===== config.mk =====
export PLATFORM = sky130hd
export DESIGN_NAME = sexpr_token_lexer
export DESIGN_NICKNAME = d
export VERILOG_FILES = /design/src/rtl/stl_pkg.sv /design/src/rtl/stl_fifo.sv /design/src/rtl/stl_front.sv /design/src/rtl/stl_back.sv /design/src/rtl/sexpr_token_lexer.sv
export SDC_FILE = /design/constraint.sdc
export NUM_CORES = 1
export LEC_CHECK = 0
export BUFFER_PORTS_ARGS = -buffer_cell sky130_fd_sc_hd__buf_2
export CAP_MARGIN = 10
export CORE_UTILIZATION = 25
export DETAILED_ROUTE_END_ITERATION = 6
export PLACE_DENSITY = 0.47
export SLEW_MARGIN = 20
export SYNTH_ARGS = -nofsm -noshare
export SYNTH_HDL_FRONTEND = slang
export SYNTH_SLANG_ARGS = --single-unit
export TNS_END_PERCENT = 30

===== constraint.sdc =====
create_clock -name clk -period 4.5 [get_ports clk]
set_input_delay 0.45 -clock clk [delete_from_list [all_inputs] [get_ports clk]]
set_output_delay 0.45 -clock clk [all_outputs]
set_load 0.05 [all_outputs]

===== src/rtl/stl_pkg.sv =====
// ----------------------------------------------------------------------------
// stl_pkg
// Shared types and codes of the s-expression token lexer.
// ----------------------------------------------------------------------------
`default_nettype none

package stl_pkg;

    localparam int LINE_FIELD_W = 24;
    localparam int COL_FIELD_W  = 16;
    localparam int VALUE_W      = 63;

    localparam logic [3:0] KIND_END     = 4'd0;
    localparam logic [3:0] KIND_LPAREN  = 4'd1;
    localparam logic [3:0] KIND_RPAREN  = 4'd2;
    localparam logic [3:0] KIND_LBRACE  = 4'd3;
    localparam logic [3:0] KIND_RBRACE  = 4'd4;
    localparam logic [3:0] KIND_LBRACK  = 4'd5;
    localparam logic [3:0] KIND_RBRACK  = 4'd6;
    localparam logic [3:0] KIND_INT     = 4'd7;
    localparam logic [3:0] KIND_IDENT   = 4'd8;
    localparam logic [3:0] KIND_STRING  = 4'd9;
    localparam logic [3:0] KIND_BADCHAR = 4'd10;
    localparam logic [3:0] KIND_UNTERM  = 4'd11;

    typedef enum logic [3:0] {
        CLS_SPACE,
        CLS_QUOTE,
        CLS_LPAREN,
        CLS_RPAREN,
        CLS_LBRACE,
        CLS_RBRACE,
        CLS_LBRACK,
        CLS_RBRACK,
        CLS_ZERO,
        CLS_DIGIT,
        CLS_IDENT,
        CLS_OTHER
    } char_class_t;

    // One classified source byte on its way from front to back.
    typedef struct packed {
        logic [7:0]  ch;
        logic        eoi;
        logic        newline;
        char_class_t cls;
    } item_t;

    typedef struct packed {
        logic [3:0]              kind;
        logic [LINE_FIELD_W-1:0] line;
        logic [COL_FIELD_W-1:0]  column;
        logic [VALUE_W-1:0]      value;
        logic [7:0]              text;
        logic                    valid;
        logic                    done;
    } result_t;

endpackage

`default_nettype wire


===== src/rtl/stl_fifo.sv =====
// ----------------------------------------------------------------------------
// stl_fifo
// Register queue with two write slots and one read port per cycle.
// ----------------------------------------------------------------------------
`default_nettype none

module stl_fifo #(
    parameter int WIDTH = 8,
    parameter int DEPTH = 4    // power of two, at least 2
) (
    input  wire logic             clk,
    input  wire logic             rst_n,
    input  wire logic             wr_en0,
    input  wire logic [WIDTH-1:0] wr_data0,
    input  wire logic             wr_en1,     // only together with wr_en0
    input  wire logic [WIDTH-1:0] wr_data1,
    input  wire logic             rd_en,
    output logic      [WIDTH-1:0] rd_data,
    output logic                  empty,
    output logic                  full,
    output logic                  room2
);

    localparam int PTR_W = $clog2(DEPTH);
    localparam int CNT_W = $clog2(DEPTH + 1);

    logic [WIDTH-1:0] mem_reg [DEPTH];
    logic [PTR_W-1:0] wr_ptr_reg, wr_ptr_next;
    logic [PTR_W-1:0] rd_ptr_reg, rd_ptr_next;
    logic [CNT_W-1:0] count_reg, count_next;
    logic [PTR_W-1:0] wr_ptr_plus1;
    logic             rd_fire;

    assign empty        = (count_reg == '0);
    assign full         = (count_reg == CNT_W'(DEPTH));
    assign room2        = (count_reg <= CNT_W'(DEPTH - 2));
    assign rd_data      = mem_reg[rd_ptr_reg];
    assign rd_fire      = rd_en && !empty;
    assign wr_ptr_plus1 = wr_ptr_reg + 1'b1;

    always_comb
    begin
        wr_ptr_next = wr_ptr_reg + PTR_W'(wr_en0) + PTR_W'(wr_en1);
        rd_ptr_next = rd_ptr_reg + PTR_W'(rd_fire);
        count_next  = count_reg + CNT_W'(wr_en0) + CNT_W'(wr_en1) - CNT_W'(rd_fire);
    end

    always_ff @(posedge clk or negedge rst_n)
    begin
        if (!rst_n)
        begin
            wr_ptr_reg <= '0;
            rd_ptr_reg <= '0;
            count_reg  <= '0;
        end
        else
        begin
            wr_ptr_reg <= wr_ptr_next;
            rd_ptr_reg <= rd_ptr_next;
            count_reg  <= count_next;
        end
    end

    always_ff @(posedge clk)
    begin
        if (wr_en0)
        begin
            mem_reg[wr_ptr_reg] <= wr_data0;
        end
        if (wr_en1)
        begin
            mem_reg[wr_ptr_plus1] <= wr_data1;
        end
    end

endmodule

`default_nettype wire


===== src/rtl/stl_front.sv =====
// ----------------------------------------------------------------------------
// stl_front
// Accepts source bytes, classifies them and queues them for the lexer core.
// ----------------------------------------------------------------------------
`default_nettype none

module stl_front #(
    parameter int DEPTH = 2
) (
    input  wire logic           clk,
    input  wire logic           rst_n,
    input  wire logic           push,
    input  wire logic [7:0]     byte_in,
    input  wire logic           end_of_input,
    output logic                full,
    input  wire logic           item_pop,
    output logic                item_valid,
    output stl_pkg::item_t      item
);

    localparam int ITEM_W = $bits(stl_pkg::item_t);

    stl_pkg::item_t   in_item;
    logic [ITEM_W-1:0] head_data;
    logic              queue_empty;
    logic              accept;

    function automatic stl_pkg::char_class_t classify(input logic [7:0] ch);
        stl_pkg::char_class_t cls;
        case (ch) inside
            8'h20, 8'h09, 8'h0D, 8'h0A: cls = stl_pkg::CLS_SPACE;
            8'h22:                      cls = stl_pkg::CLS_QUOTE;
            8'h28:                      cls = stl_pkg::CLS_LPAREN;
            8'h29:                      cls = stl_pkg::CLS_RPAREN;
            8'h7B:                      cls = stl_pkg::CLS_LBRACE;
            8'h7D:                      cls = stl_pkg::CLS_RBRACE;
            8'h5B:                      cls = stl_pkg::CLS_LBRACK;
            8'h5D:                      cls = stl_pkg::CLS_RBRACK;
            8'h30:                      cls = stl_pkg::CLS_ZERO;
            [8'h31:8'h39]:              cls = stl_pkg::CLS_DIGIT;
            // letters and _-+*/%&|!^~?:'><=
            [8'h41:8'h5A], [8'h61:8'h7A],
            8'h5F, 8'h2D, 8'h2B, 8'h2A, 8'h2F, 8'h25, 8'h26, 8'h7C,
            8'h21, 8'h5E, 8'h7E, 8'h3F, 8'h3A, 8'h27, 8'h3E, 8'h3C,
            8'h3D:                      cls = stl_pkg::CLS_IDENT;
            default:                    cls = stl_pkg::CLS_OTHER;
        endcase
        return cls;
    endfunction

    assign accept = push && !full;

    always_comb
    begin
        in_item.ch      = byte_in;
        in_item.eoi     = end_of_input;
        in_item.newline = (byte_in == 8'h0A);
        in_item.cls     = classify(byte_in);
    end

    stl_fifo #(
        .WIDTH (ITEM_W),
        .DEPTH (DEPTH)
    ) u_queue (
        .clk      (clk),
        .rst_n    (rst_n),
        .wr_en0   (accept),
        .wr_data0 (in_item),
        .wr_en1   (1'b0),
        .wr_data1 ('0),
        .rd_en    (item_pop),
        .rd_data  (head_data),
        .empty    (queue_empty),
        .full     (full),
        .room2    ()
    );

    assign item_valid = !queue_empty;
    assign item       = stl_pkg::item_t'(head_data);

endmodule

`default_nettype wire


===== src/rtl/stl_back.sv =====
// ----------------------------------------------------------------------------
// stl_back
// Lexer core: token state, position counters and integer accumulation.
// ----------------------------------------------------------------------------
`default_nettype none

module stl_back #(
    parameter int LINE_BITS   = 24,
    parameter int COLUMN_BITS = 16
) (
    input  wire logic            clk,
    input  wire logic            rst_n,
    input  wire logic            item_valid,
    input  wire stl_pkg::item_t  item,
    input  wire logic            out_room,
    output logic                 item_pop,
    output logic                 res0_valid,
    output stl_pkg::result_t     res0,
    output logic                 res1_valid,
    output stl_pkg::result_t     res1
);

    localparam int LF     = stl_pkg::LINE_FIELD_W;
    localparam int CF     = stl_pkg::COL_FIELD_W;
    localparam int VW     = stl_pkg::VALUE_W;
    localparam int LINE_W = (LINE_BITS < LF) ? LINE_BITS : LF;
    localparam int COL_W  = (COLUMN_BITS < CF) ? COLUMN_BITS : CF;

    typedef enum logic [4:0] {
        MODE_IDLE   = 5'b00001,
        MODE_NUMBER = 5'b00010,
        MODE_IDENT  = 5'b00100,
        MODE_STRING = 5'b01000,
        MODE_DROP   = 5'b10000
    } lex_mode_t;

    lex_mode_t         mode_reg, mode_next;
    logic [LINE_W-1:0] line_reg, line_next;
    logic [COL_W-1:0]  col_reg, col_next;
    logic [LINE_W-1:0] start_line_reg, start_line_next;
    logic [COL_W-1:0]  start_col_reg, start_col_next;
    logic [VW-1:0]     acc_reg, acc_next;

    logic [VW+3:0]     acc_sum;
    logic [VW-1:0]     acc_sat;
    logic [LF-1:0]     cur_line, st_line;
    logic [CF-1:0]     cur_col, st_col;
    logic              step;
    logic              open_lex;
    logic              a_valid, b_valid;
    stl_pkg::result_t  res_a, res_b;

    function automatic stl_pkg::result_t make_res(
        input logic [3:0]    kind,
        input logic [LF-1:0] line,
        input logic [CF-1:0] column,
        input logic [VW-1:0] value,
        input logic [7:0]    text,
        input logic          valid,
        input logic          done
    );
        stl_pkg::result_t r;
        r.kind   = kind;
        r.line   = line;
        r.column = column;
        r.value  = value;
        r.text   = valid ? text : 8'h00;
        r.valid  = valid;
        r.done   = done;
        return r;
    endfunction

    assign step     = item_valid && out_room;
    assign item_pop = step;
    assign cur_line = LF'(line_reg);
    assign cur_col  = CF'(col_reg);
    assign st_line  = LF'(start_line_reg);
    assign st_col   = CF'(start_col_reg);

    // acc * 10 + digit, saturating at the largest signed 64-bit value
    assign acc_sum = (VW+4)'({acc_reg, 3'b000}) + (VW+4)'({acc_reg, 1'b0})
                   + (VW+4)'(item.ch[3:0]);
    assign acc_sat = (|acc_sum[VW+3:VW]) ? {VW{1'b1}} : acc_sum[VW-1:0];

    always_comb
    begin
        mode_next       = mode_reg;
        line_next       = line_reg;
        col_next        = col_reg;
        start_line_next = start_line_reg;
        start_col_next  = start_col_reg;
        acc_next        = acc_reg;
        open_lex        = 1'b0;
        a_valid         = 1'b0;
        b_valid         = 1'b0;
        res_a = make_res(stl_pkg::KIND_END, st_line, st_col, '0, 8'h00, 1'b0, 1'b1);
        res_b = make_res(stl_pkg::KIND_END, cur_line, cur_col, '0, 8'h00, 1'b0, 1'b1);

        if (step && item.eoi)
        begin
            // close any open token, then report end at the current position
            case (mode_reg)
                MODE_NUMBER:
                begin
                    a_valid = 1'b1;
                    res_a   = make_res(stl_pkg::KIND_INT, st_line, st_col, acc_reg,
                                       8'h00, 1'b0, 1'b1);
                end
                MODE_IDENT:
                begin
                    a_valid = 1'b1;
                    res_a   = make_res(stl_pkg::KIND_IDENT, st_line, st_col, '0,
                                       8'h00, 1'b0, 1'b1);
                end
                MODE_STRING:
                begin
                    a_valid = 1'b1;
                    res_a   = make_res(stl_pkg::KIND_UNTERM, st_line, st_col, '0,
                                       8'h00, 1'b0, 1'b1);
                end
                default:
                begin
                end
            endcase
            b_valid         = 1'b1;
            mode_next       = MODE_IDLE;
            line_next       = LINE_W'(1);
            col_next        = COL_W'(1);
            start_line_next = LINE_W'(1);
            start_col_next  = COL_W'(1);
            acc_next        = '0;
        end
        else if (step)
        begin
            // advance the position past this byte
            if (item.newline)
            begin
                if (line_reg != {LINE_W{1'b1}})
                begin
                    line_next = line_reg + 1'b1;
                end
                col_next = COL_W'(1);
            end
            else if (col_reg != {COL_W{1'b1}})
            begin
                col_next = col_reg + 1'b1;
            end

            case (mode_reg)
                MODE_NUMBER:
                begin
                    if (item.cls == stl_pkg::CLS_DIGIT || item.cls == stl_pkg::CLS_ZERO)
                    begin
                        acc_next = acc_sat;
                    end
                    else
                    begin
                        a_valid  = 1'b1;
                        res_a    = make_res(stl_pkg::KIND_INT, st_line, st_col, acc_reg,
                                            8'h00, 1'b0, 1'b1);
                        open_lex = 1'b1;
                    end
                end
                MODE_IDENT:
                begin
                    a_valid = 1'b1;
                    if (item.cls == stl_pkg::CLS_IDENT || item.cls == stl_pkg::CLS_DIGIT
                        || item.cls == stl_pkg::CLS_ZERO)
                    begin
                        res_a = make_res(stl_pkg::KIND_IDENT, st_line, st_col, '0,
                                         item.ch, 1'b1, 1'b0);
                    end
                    else
                    begin
                        res_a    = make_res(stl_pkg::KIND_IDENT, st_line, st_col, '0,
                                            8'h00, 1'b0, 1'b1);
                        open_lex = 1'b1;
                    end
                end
                MODE_STRING:
                begin
                    a_valid = 1'b1;
                    if (item.cls == stl_pkg::CLS_QUOTE)
                    begin
                        res_a     = make_res(stl_pkg::KIND_STRING, st_line, st_col, '0,
                                             8'h00, 1'b0, 1'b1);
                        mode_next = MODE_IDLE;
                    end
                    else
                    begin
                        res_a = make_res(stl_pkg::KIND_STRING, st_line, st_col, '0,
                                         item.ch, 1'b1, 1'b0);
                    end
                end
                MODE_DROP:
                begin
                end
                default:
                begin
                    open_lex = 1'b1;
                end
            endcase

            // lex the byte afresh as the start of a new token
            if (open_lex)
            begin
                start_line_next = line_reg;
                start_col_next  = col_reg;
                acc_next        = '0;
                mode_next       = MODE_IDLE;
                case (item.cls)
                    stl_pkg::CLS_SPACE:
                    begin
                    end
                    stl_pkg::CLS_QUOTE:
                    begin
                        mode_next = MODE_STRING;
                    end
                    stl_pkg::CLS_LPAREN:
                    begin
                        b_valid    = 1'b1;
                        res_b.kind = stl_pkg::KIND_LPAREN;
                    end
                    stl_pkg::CLS_RPAREN:
                    begin
                        b_valid    = 1'b1;
                        res_b.kind = stl_pkg::KIND_RPAREN;
                    end
                    stl_pkg::CLS_LBRACE:
                    begin
                        b_valid    = 1'b1;
                        res_b.kind = stl_pkg::KIND_LBRACE;
                    end
                    stl_pkg::CLS_RBRACE:
                    begin
                        b_valid    = 1'b1;
                        res_b.kind = stl_pkg::KIND_RBRACE;
                    end
                    stl_pkg::CLS_LBRACK:
                    begin
                        b_valid    = 1'b1;
                        res_b.kind = stl_pkg::KIND_LBRACK;
                    end
                    stl_pkg::CLS_RBRACK:
                    begin
                        b_valid    = 1'b1;
                        res_b.kind = stl_pkg::KIND_RBRACK;
                    end
                    stl_pkg::CLS_DIGIT:
                    begin
                        acc_next  = VW'(item.ch[3:0]);
                        mode_next = MODE_NUMBER;
                    end
                    stl_pkg::CLS_IDENT:
                    begin
                        b_valid   = 1'b1;
                        res_b     = make_res(stl_pkg::KIND_IDENT, cur_line, cur_col, '0,
                                             item.ch, 1'b1, 1'b0);
                        mode_next = MODE_IDENT;
                    end
                    default:
                    begin
                        // leading zero or stray byte: report it and drop the rest
                        b_valid   = 1'b1;
                        res_b     = make_res(stl_pkg::KIND_BADCHAR, cur_line, cur_col, '0,
                                             item.ch, 1'b1, 1'b1);
                        mode_next = MODE_DROP;
                    end
                endcase
            end
        end
    end

    // pack the results so the first one always sits in slot 0
    always_comb
    begin
        res0_valid = a_valid || b_valid;
        res0       = a_valid ? res_a : res_b;
        res1_valid = a_valid && b_valid;
        res1       = res_b;
    end

    always_ff @(posedge clk or negedge rst_n)
    begin
        if (!rst_n)
        begin
            mode_reg       <= MODE_IDLE;
            line_reg       <= LINE_W'(1);
            col_reg        <= COL_W'(1);
            start_line_reg <= LINE_W'(1);
            start_col_reg  <= COL_W'(1);
            acc_reg        <= '0;
        end
        else
        begin
            mode_reg       <= mode_next;
            line_reg       <= line_next;
            col_reg        <= col_next;
            start_line_reg <= start_line_next;
            start_col_reg  <= start_col_next;
            acc_reg        <= acc_next;
        end
    end

endmodule

`default_nettype wire


===== src/rtl/sexpr_token_lexer.sv =====
// ----------------------------------------------------------------------------
// sexpr_token_lexer
// Streaming lexer for s-expression source text, one byte per request.
// ----------------------------------------------------------------------------
// Push one source byte per clock (or an end-of-input mark); the block keeps
// up at one byte per clock while the result queue has room for two results.
// Bytes and results pass through registered queues. Most bytes give zero
// or one result; a byte that ends an integer or identifier and also begins a
// new token gives two, as does an end-of-input mark that closes an open
// token, and the result queue drains at one result per pop, so the result
// side sets the pace during long runs of such requests. The input queue
// holds FRONT_DEPTH bytes and the result queue OUT_DEPTH results; the lexer
// core takes a byte from the input queue whenever the result queue has room
// for two results. LINE_BITS and COLUMN_BITS set the saturation points of
// the position counters (never beyond the 24-bit and 16-bit ports).
`default_nettype none

module sexpr_token_lexer #(
    parameter int LINE_BITS   = 24,
    parameter int COLUMN_BITS = 16,
    parameter int FRONT_DEPTH = 2,   // power of two
    parameter int OUT_DEPTH   = 4    // power of two, at least 4 for full rate
) (
    input  wire logic        clk,
    input  wire logic        rst_n,
    input  wire logic        push,
    output logic             full,
    input  wire logic [7:0]  byte_in,
    input  wire logic        end_of_input,
    output logic             empty,
    input  wire logic        pop,
    output logic [3:0]       token_kind,
    output logic [23:0]      token_line,
    output logic [15:0]      token_column,
    output logic [62:0]      int_value,
    output logic [7:0]       text_byte,
    output logic             byte_valid,
    output logic             token_done
);

    localparam int RES_W = $bits(stl_pkg::result_t);

    stl_pkg::item_t    item;
    logic              item_valid;
    logic              item_pop;
    logic              out_room;
    logic              res0_valid, res1_valid;
    stl_pkg::result_t  res0, res1;
    logic [RES_W-1:0]  head_data;
    stl_pkg::result_t  head;

    stl_front #(
        .DEPTH (FRONT_DEPTH)
    ) u_front (
        .clk          (clk),
        .rst_n        (rst_n),
        .push         (push),
        .byte_in      (byte_in),
        .end_of_input (end_of_input),
        .full         (full),
        .item_pop     (item_pop),
        .item_valid   (item_valid),
        .item         (item)
    );

    stl_back #(
        .LINE_BITS   (LINE_BITS),
        .COLUMN_BITS (COLUMN_BITS)
    ) u_back (
        .clk        (clk),
        .rst_n      (rst_n),
        .item_valid (item_valid),
        .item       (item),
        .out_room   (out_room),
        .item_pop   (item_pop),
        .res0_valid (res0_valid),
        .res0       (res0),
        .res1_valid (res1_valid),
        .res1       (res1)
    );

    stl_fifo #(
        .WIDTH (RES_W),
        .DEPTH (OUT_DEPTH)
    ) u_out_queue (
        .clk      (clk),
        .rst_n    (rst_n),
        .wr_en0   (res0_valid),
        .wr_data0 (res0),
        .wr_en1   (res1_valid),
        .wr_data1 (res1),
        .rd_en    (pop),
        .rd_data  (head_data),
        .empty    (empty),
        .full     (),
        .room2    (out_room)
    );

    assign head = stl_pkg::result_t'(head_data);

    always_comb
    begin
        token_kind   = head.kind;
        token_line   = head.line;
        token_column = head.column;
        int_value    = head.value;
        text_byte    = head.text;
        byte_valid   = head.valid;
        token_done   = head.done;
    end

endmodule

`default_nettype wire


# Yosys cells after proc, flatten, opt, wreduce, memory -nomap -nowiden
# Memory sizes are Yosys's and may differ from the RTL's.
# Index checks and enable logic that the tools add are counted.
[totals]
register_bits = 159
ram_bits = 496
inputBits = 13
output_inout_bits = 119
elab_cells = 194
memories = 2
[memory_table]
columns = ["memory", "words", "word_bits", "rd", "rd_clocked_by_memory_dff", "wr", "line", "text"]
rows = [
  ["u_out_queue.mem_reg", 4, 117, 1, 0, 2, "stl_fifo.sv:27", "logic [WIDTH-1:0] mem_reg [DEPTH];"],
  ["u_front.u_queue.mem_reg", 2, 14, 1, 0, 1, "stl_fifo.sv:27", ""],
]
[op_classes]
addsub = 15
order_cmp = 7
eq_ne = 46
mux = 70
n_reduce_logical = 42
[ops]
columns = ["operator", "n"]
rows = [
  ["2-to-1 mux 117 bit", 6],
  ["case mux 117 bit (3 select lines)", 2],
  ["2-to-1 mux 63 bit", 6],
  ["2-to-1 mux 24 bit", 7],
  ["equality test 8 x 6 -> 1 bit, second input constant", 18],
  ["2-to-1 mux 116 bit", 1],
  ["2-to-1 mux 16 bit", 7],
  ["adder 66 x 64 -> 67 bit", 1],
  ["adder 67 x 4 -> 67 bit", 1],
  ["equality test 8 x 7 -> 1 bit, second input constant", 8],
  ["2-to-1 mux 4 bit", 11],
  ["case mux 4 bit (8 select lines)", 1],
  ["2-to-1 mux 5 bit", 5],
  ["adder 24 x 1 -> 24 bit, second input constant", 1],
  ["equality test 8 x 4 -> 1 bit, second input constant", 3],
  ["inequality test 24 bit, second input constant", 1],
  ["2-to-1 mux 10 bit", 2],
  ["case mux 10 bit (2 select lines)", 1],
  ["case mux 5 bit (4 select lines)", 1],
  ["OR reduction 19 bit", 1],
  ["2-to-1 mux 1 bit", 18],
  ["adder 16 x 1 -> 16 bit, second input constant", 1],
  ["equality test 4 x 3 -> 1 bit, second input constant", 4],
  [">= comparator 8 x 7 -> 1 bit, second input constant", 2],
  ["other kinds (36)", 71],
]

# Longest topological paths before layout
# An unclocked memory read counts as a cell.
[depth]
word_depth = 15
ltp_mapped = 19
depth_no_buf = 15

# Modules after synthesis
# Synthesis repeated with hierarchy kept, for this count alone.
[hier_totals]
cells_unflattened = 2742
hier_area_um2 = 37656.1
[by_module_without_submodules]
columns = ["mod", "n_inst", "cells_each", "area_per_inst_um2", "seq_area_each_um2"]
rows = [
  ["stl_fifo (u_out_queue)", 1, 1169, 23088.4, 14228.6],
  ["stl_back", 1, 1428, 12613.3, 3709.8],
  ["stl_fifo (u_front.u_queue)", 1, 96, 1650.3, 940.9],
  ["stl_front", 1, 49, 304.0, 0.0],
]

# Least setup slack after synthesis
# Ideal clock, no wire load.
[synth_path]
path_kind = "reg-to-reg"
startpoint = "register u_front.u_queue.rd_ptr_reg"
endpoint = "register u_back.acc_reg[0]"
setup_ns = 0.121
arrival_time_ns = 4.344
required_ns = 4.379
slack_ns = 0.035
path_stages_with_launch = 19
path_buffers = 4
period_less_slack_ns = 4.465
path_cell_list = "dfrtp_1 buf_2 buf_1 mux2i_1 inv_1 fa_1 fa_1 a211oi_1 o21bai_1 nand3_1 nand4b_1 nand4_4 a2111oi_4 nor4b_1 o211ai_2 buf_6 buf_12 o211ai_2 nand2_1"
[synth_via]
elab_chain_len = 11
word_cells_on_any_way = 26
cone_classes = "1 x add/sub; 3 x eq/ne; 12 x mux; 9 x reduce/logical; 1 x memory"
[synth_rtl]
columns = ["item", "line", "text"]
rows = [
  ["from (decl)", "stl_fifo.sv:29", "logic [PTR_W-1:0] rd_ptr_reg, rd_ptr_next;"],
  ["from (signal assigned)", "stl_fifo.sv:59", "rd_ptr_reg <= rd_ptr_next;"],
  ["memory read (2 x 14 bit) *", "-", ""],
  ["parallel branches: the longest is 10 deep, another holds adder 67 x 4 -> 67 bit", "-", ""],
  ["to (signal assigned)", "stl_back.sv:301", "acc_reg <= acc_next;"],
  ["to (decl)", "stl_back.sv:42", "logic [VW-1:0] acc_reg, acc_next;"],
]
# Every way passes the cells marked *. The select of a mux whose other input is x is not followed.
# A chain may end at the register's enable or synchronous reset.

# Worst setup path in the final report
[layout_path]
startpoint = "register u_front.u_queue.rd_ptr_reg"
endpoint = "register u_back.acc_reg[62]"
[layout_via]
elab_chain_len = 11
word_cells_on_any_way = 25
cone_classes = "1 x add/sub; 3 x eq/ne; 11 x mux; 9 x reduce/logical; 1 x memory"
[layout_rtl]
columns = ["item"]
rows = [
  ["memory read (2 x 14 bit) *"],
  ["parallel branches: the longest is 10 deep, another holds adder 67 x 4 -> 67 bit"],
]
# Marked as above.

==> impl_metrics.ini <==
[outcome]
status = completed

[setup_path]
critPathTopFamily = compound AO/OA/AOI/OAI gates
startpoint = u_front.u_queue.rd_ptr_reg$_DFF_PN0_
r2r-start = u_front.u_queue.rd_ptr_reg$_DFF_PN0_
cp-start-kind = flop
crit_buf_inv = 1
cp.required_ns = 5.04
worstPathArrival_ns = 4.67
crit_fanout = 4
crit_path_cell_trace = mux2i_1 -> inv_1 -> fa_1 -> fa_1 -> a211oi_1 -> o21bai_1 -> a211oi_1 -> o32ai_1 -> o211ai_1 -> a41oi_1 -> a21oi_1 -> o21ai_0 -> nand2_1 -> nand4_1
path_class = reg2reg
critPathSlowestCell = fa_1
end_kind = flop
cp_slowest_stage_delay_ns = 0.49

[synthesis]
yosysWarnings = 0
synth.most_common_cell = nand2_1
synth-seq-cells = 655
synth_edf_count = 244
yosysTopAreaCell = edfxtp_1
syn_inst = 3178
ys_types = 86
ys_seq_area_frac = 0.492
synth-main-ff-cell = dfxtp_1
synth.area.top_cells = edfxtp_1, dfxtp_1, dfrtp_1
syn-num-nets = 3330
synth_common_cells = nand2_1, a21oi_1, dfxtp_1
avgSynthCellArea_sq_um = 10.5
netlist_area_sq_um = 33200
yosysTopAreaCellShare = 0.220
async_flop_share = 0.243

[clock_network]
cts_buffers = 75
cts_max_level = 3
clockBufferDepth = 3
insertion_delay_ns = 0.67
clockRootBuffer = clkbuf_16
path_clk_slew_ns = 0.07
cts_sinks = 655
cts_tree = yes

[die]
dieArea_sq_um = 134000
start_util = 0.253
coreArea_sq_um = 132000
io_pins = 132
row_count = 133
dieHeight_um = 367
fp.dieW_um = 367

[sta]
finClkSkew_ns = 0.0311
maxSlewViolCount = 0
tightest_slew_ns = 1.04
max_freq_mhz = 242
timing.final.crit_share = 0.917
setup_viol = 0
rsz0062_at_grt = false
hold_violations = 0
finalSetupTns_ns = 0
maxSlewHeadroom = 0.307
period_minus_slack_ns = 4.13

[layout]
register_area_sq_um = 16400
fillers = 13700
nets = 3360
largest_register_ffs = 468
area_growth_pct = 15.9
multiInputGateArea_sq_um = 15900
finalCoreUtilization = 0.293
layout.cells.non_filler = 5022
drive_gt1_frac = 0.153

[detailed_routing]
route.detailed.drc = 0
avgViaCountPerCell = 5.10
drt_iter0_markers = 1611
wl_per_cell_um = 20.6
vias = 25600
wl_um = 103000
ant_nets = 0
drt_first_pass_iters = 5

[placed_design]
numPortBuffers = 131
gp_congestion = 0.837
dp.cells = 4883
dp_hpwl_um = 63100

[global_route]
grt_pass1_wl_um = 159000
grt_max_degree = 88
grt.total_usage = 0.152
grt_pass1_vias = 25800
antenna_found_initial = 1
grt.overflow.total = 0

[power]
power_leakage_nw = 14.8
power_density_nw_per_um2 = 562
ir_drop_v = 0.000552
p_total_w = 0.0217

[flow_run]
maxCapViolCount = 0

[hold_path]
hp-start = byte_in[7]
min_path_type = in2reg
## path summary, 6_finish.rpt
check | to | slack [ns] | cells after the start
max in group asynchronous | u_back.acc_reg[36]$_DFFE_PN0P_ | 3.03 | 3
hold / removal | u_front.u_queue.mem_reg[0][13]$_DFFE_PP_ | 0.1 | 1
hold reg to reg | u_out_queue.mem_reg[2][42]$_SDFFE_PP0P_ | 0.45 | 2
setup / recovery | u_back.acc_reg[62]$_DFFE_PN0P_ | 0.37 | 14
min in group asynchronous | u_back.st_line[10]$_DFFE_PN0P_ | 0.45 | 2
setup reg to reg | u_back.acc_reg[62]$_DFFE_PN0P_ | 0.37 | 14
## timing repair
action / 4_1_cts / 5_1_grt
setup endpoints to repair: 2 / 50
buffers inserted: 0 / 1
endpoints found under the hold margin: 69 / 0
pin swaps: 0 / 1
hold buffers: 2 / 0
resized for setup: 1 / 1
## stage by stage
step,hold slack [ns],instance area [sq um],setup WS (ns)
global route,0.0742,38500,0.0106
floorplan,0.154,33200,0.0351
CTS,0.0326,38500,0.170
finish,0.0972,38500,0.372
global placement,0.439,36100,0.184
detailed placement,0.444,36100,0.0146
## cells by family (layout without fill, tap and decap cells)
family | Yosys count | in the layout | share of synthesized area
compound gates | 884 | 884 | 0.179
fa+ha+maj | 139 | 139 | 0.0535
simple gates | 975 | 975 | 0.132
mux | 133 | 133 | 0.0842
buf+inv | 308 | 396 | 0.0372
xor+xnor | 84 | 84 | 0.0221
other cells | 0 | 1 | 0
flops | 655 | 655 | 0.492
## per-layer routing
metal	vias to the layer above	global-route usage	share of wire
li1	12000	-	-
met1	12900	0.206	0.46
met2	585	0.250	0.48
met3	123	0.0199	0.042
met4	0	0.0467	0.021
met5	-	0	0
## power by group
part	total, W	leakage, nW	internal (W)	switching (W)
sequential	0.00768	6.46	0.00713	0.000554
clock	0.00600	1.16	0.00346	0.00253
combinational	0.00798	7.23	0.00209	0.00589
## final cells by class
class | instances | share of cell area
diodes | 1 | 0.0000649
multi-input cells | 2215 | 0.412
clock buffers | 102 | 0.0548
clock inverters | 33 | 0.00685
inverters | 48 | 0.00468
repair buffers | 213 | 0.0402
flip-flops and latches | 655 | 0.425
well taps | 1755 | 0.0570
## layout by cell type (no fill, tap or decap), types with 17 or more instances in the layout
master / instances
inv_1: 45
nor2_1: 128
ha_1: 134
a32o_1: 63
clkbuf_1: 17
xor2_1: 34
buf_12: 21
a21o_1: 29
nand4_1: 36
nor3_1: 23
o21ai_0: 141
buf_4: 59
dfxtp_1: 252
mux4_2: 117
clkbuf_16: 78
dfrtp_1: 152
buf_2: 130
xnor2_1: 50
o21bai_1: 20
nand3_1: 226
nand2_1: 442
edfxtp_1: 244
a22o_1: 184
a21oi_1: 305
o22ai_1: 26
Note: power is estimated with default switching activity, not from simulation.
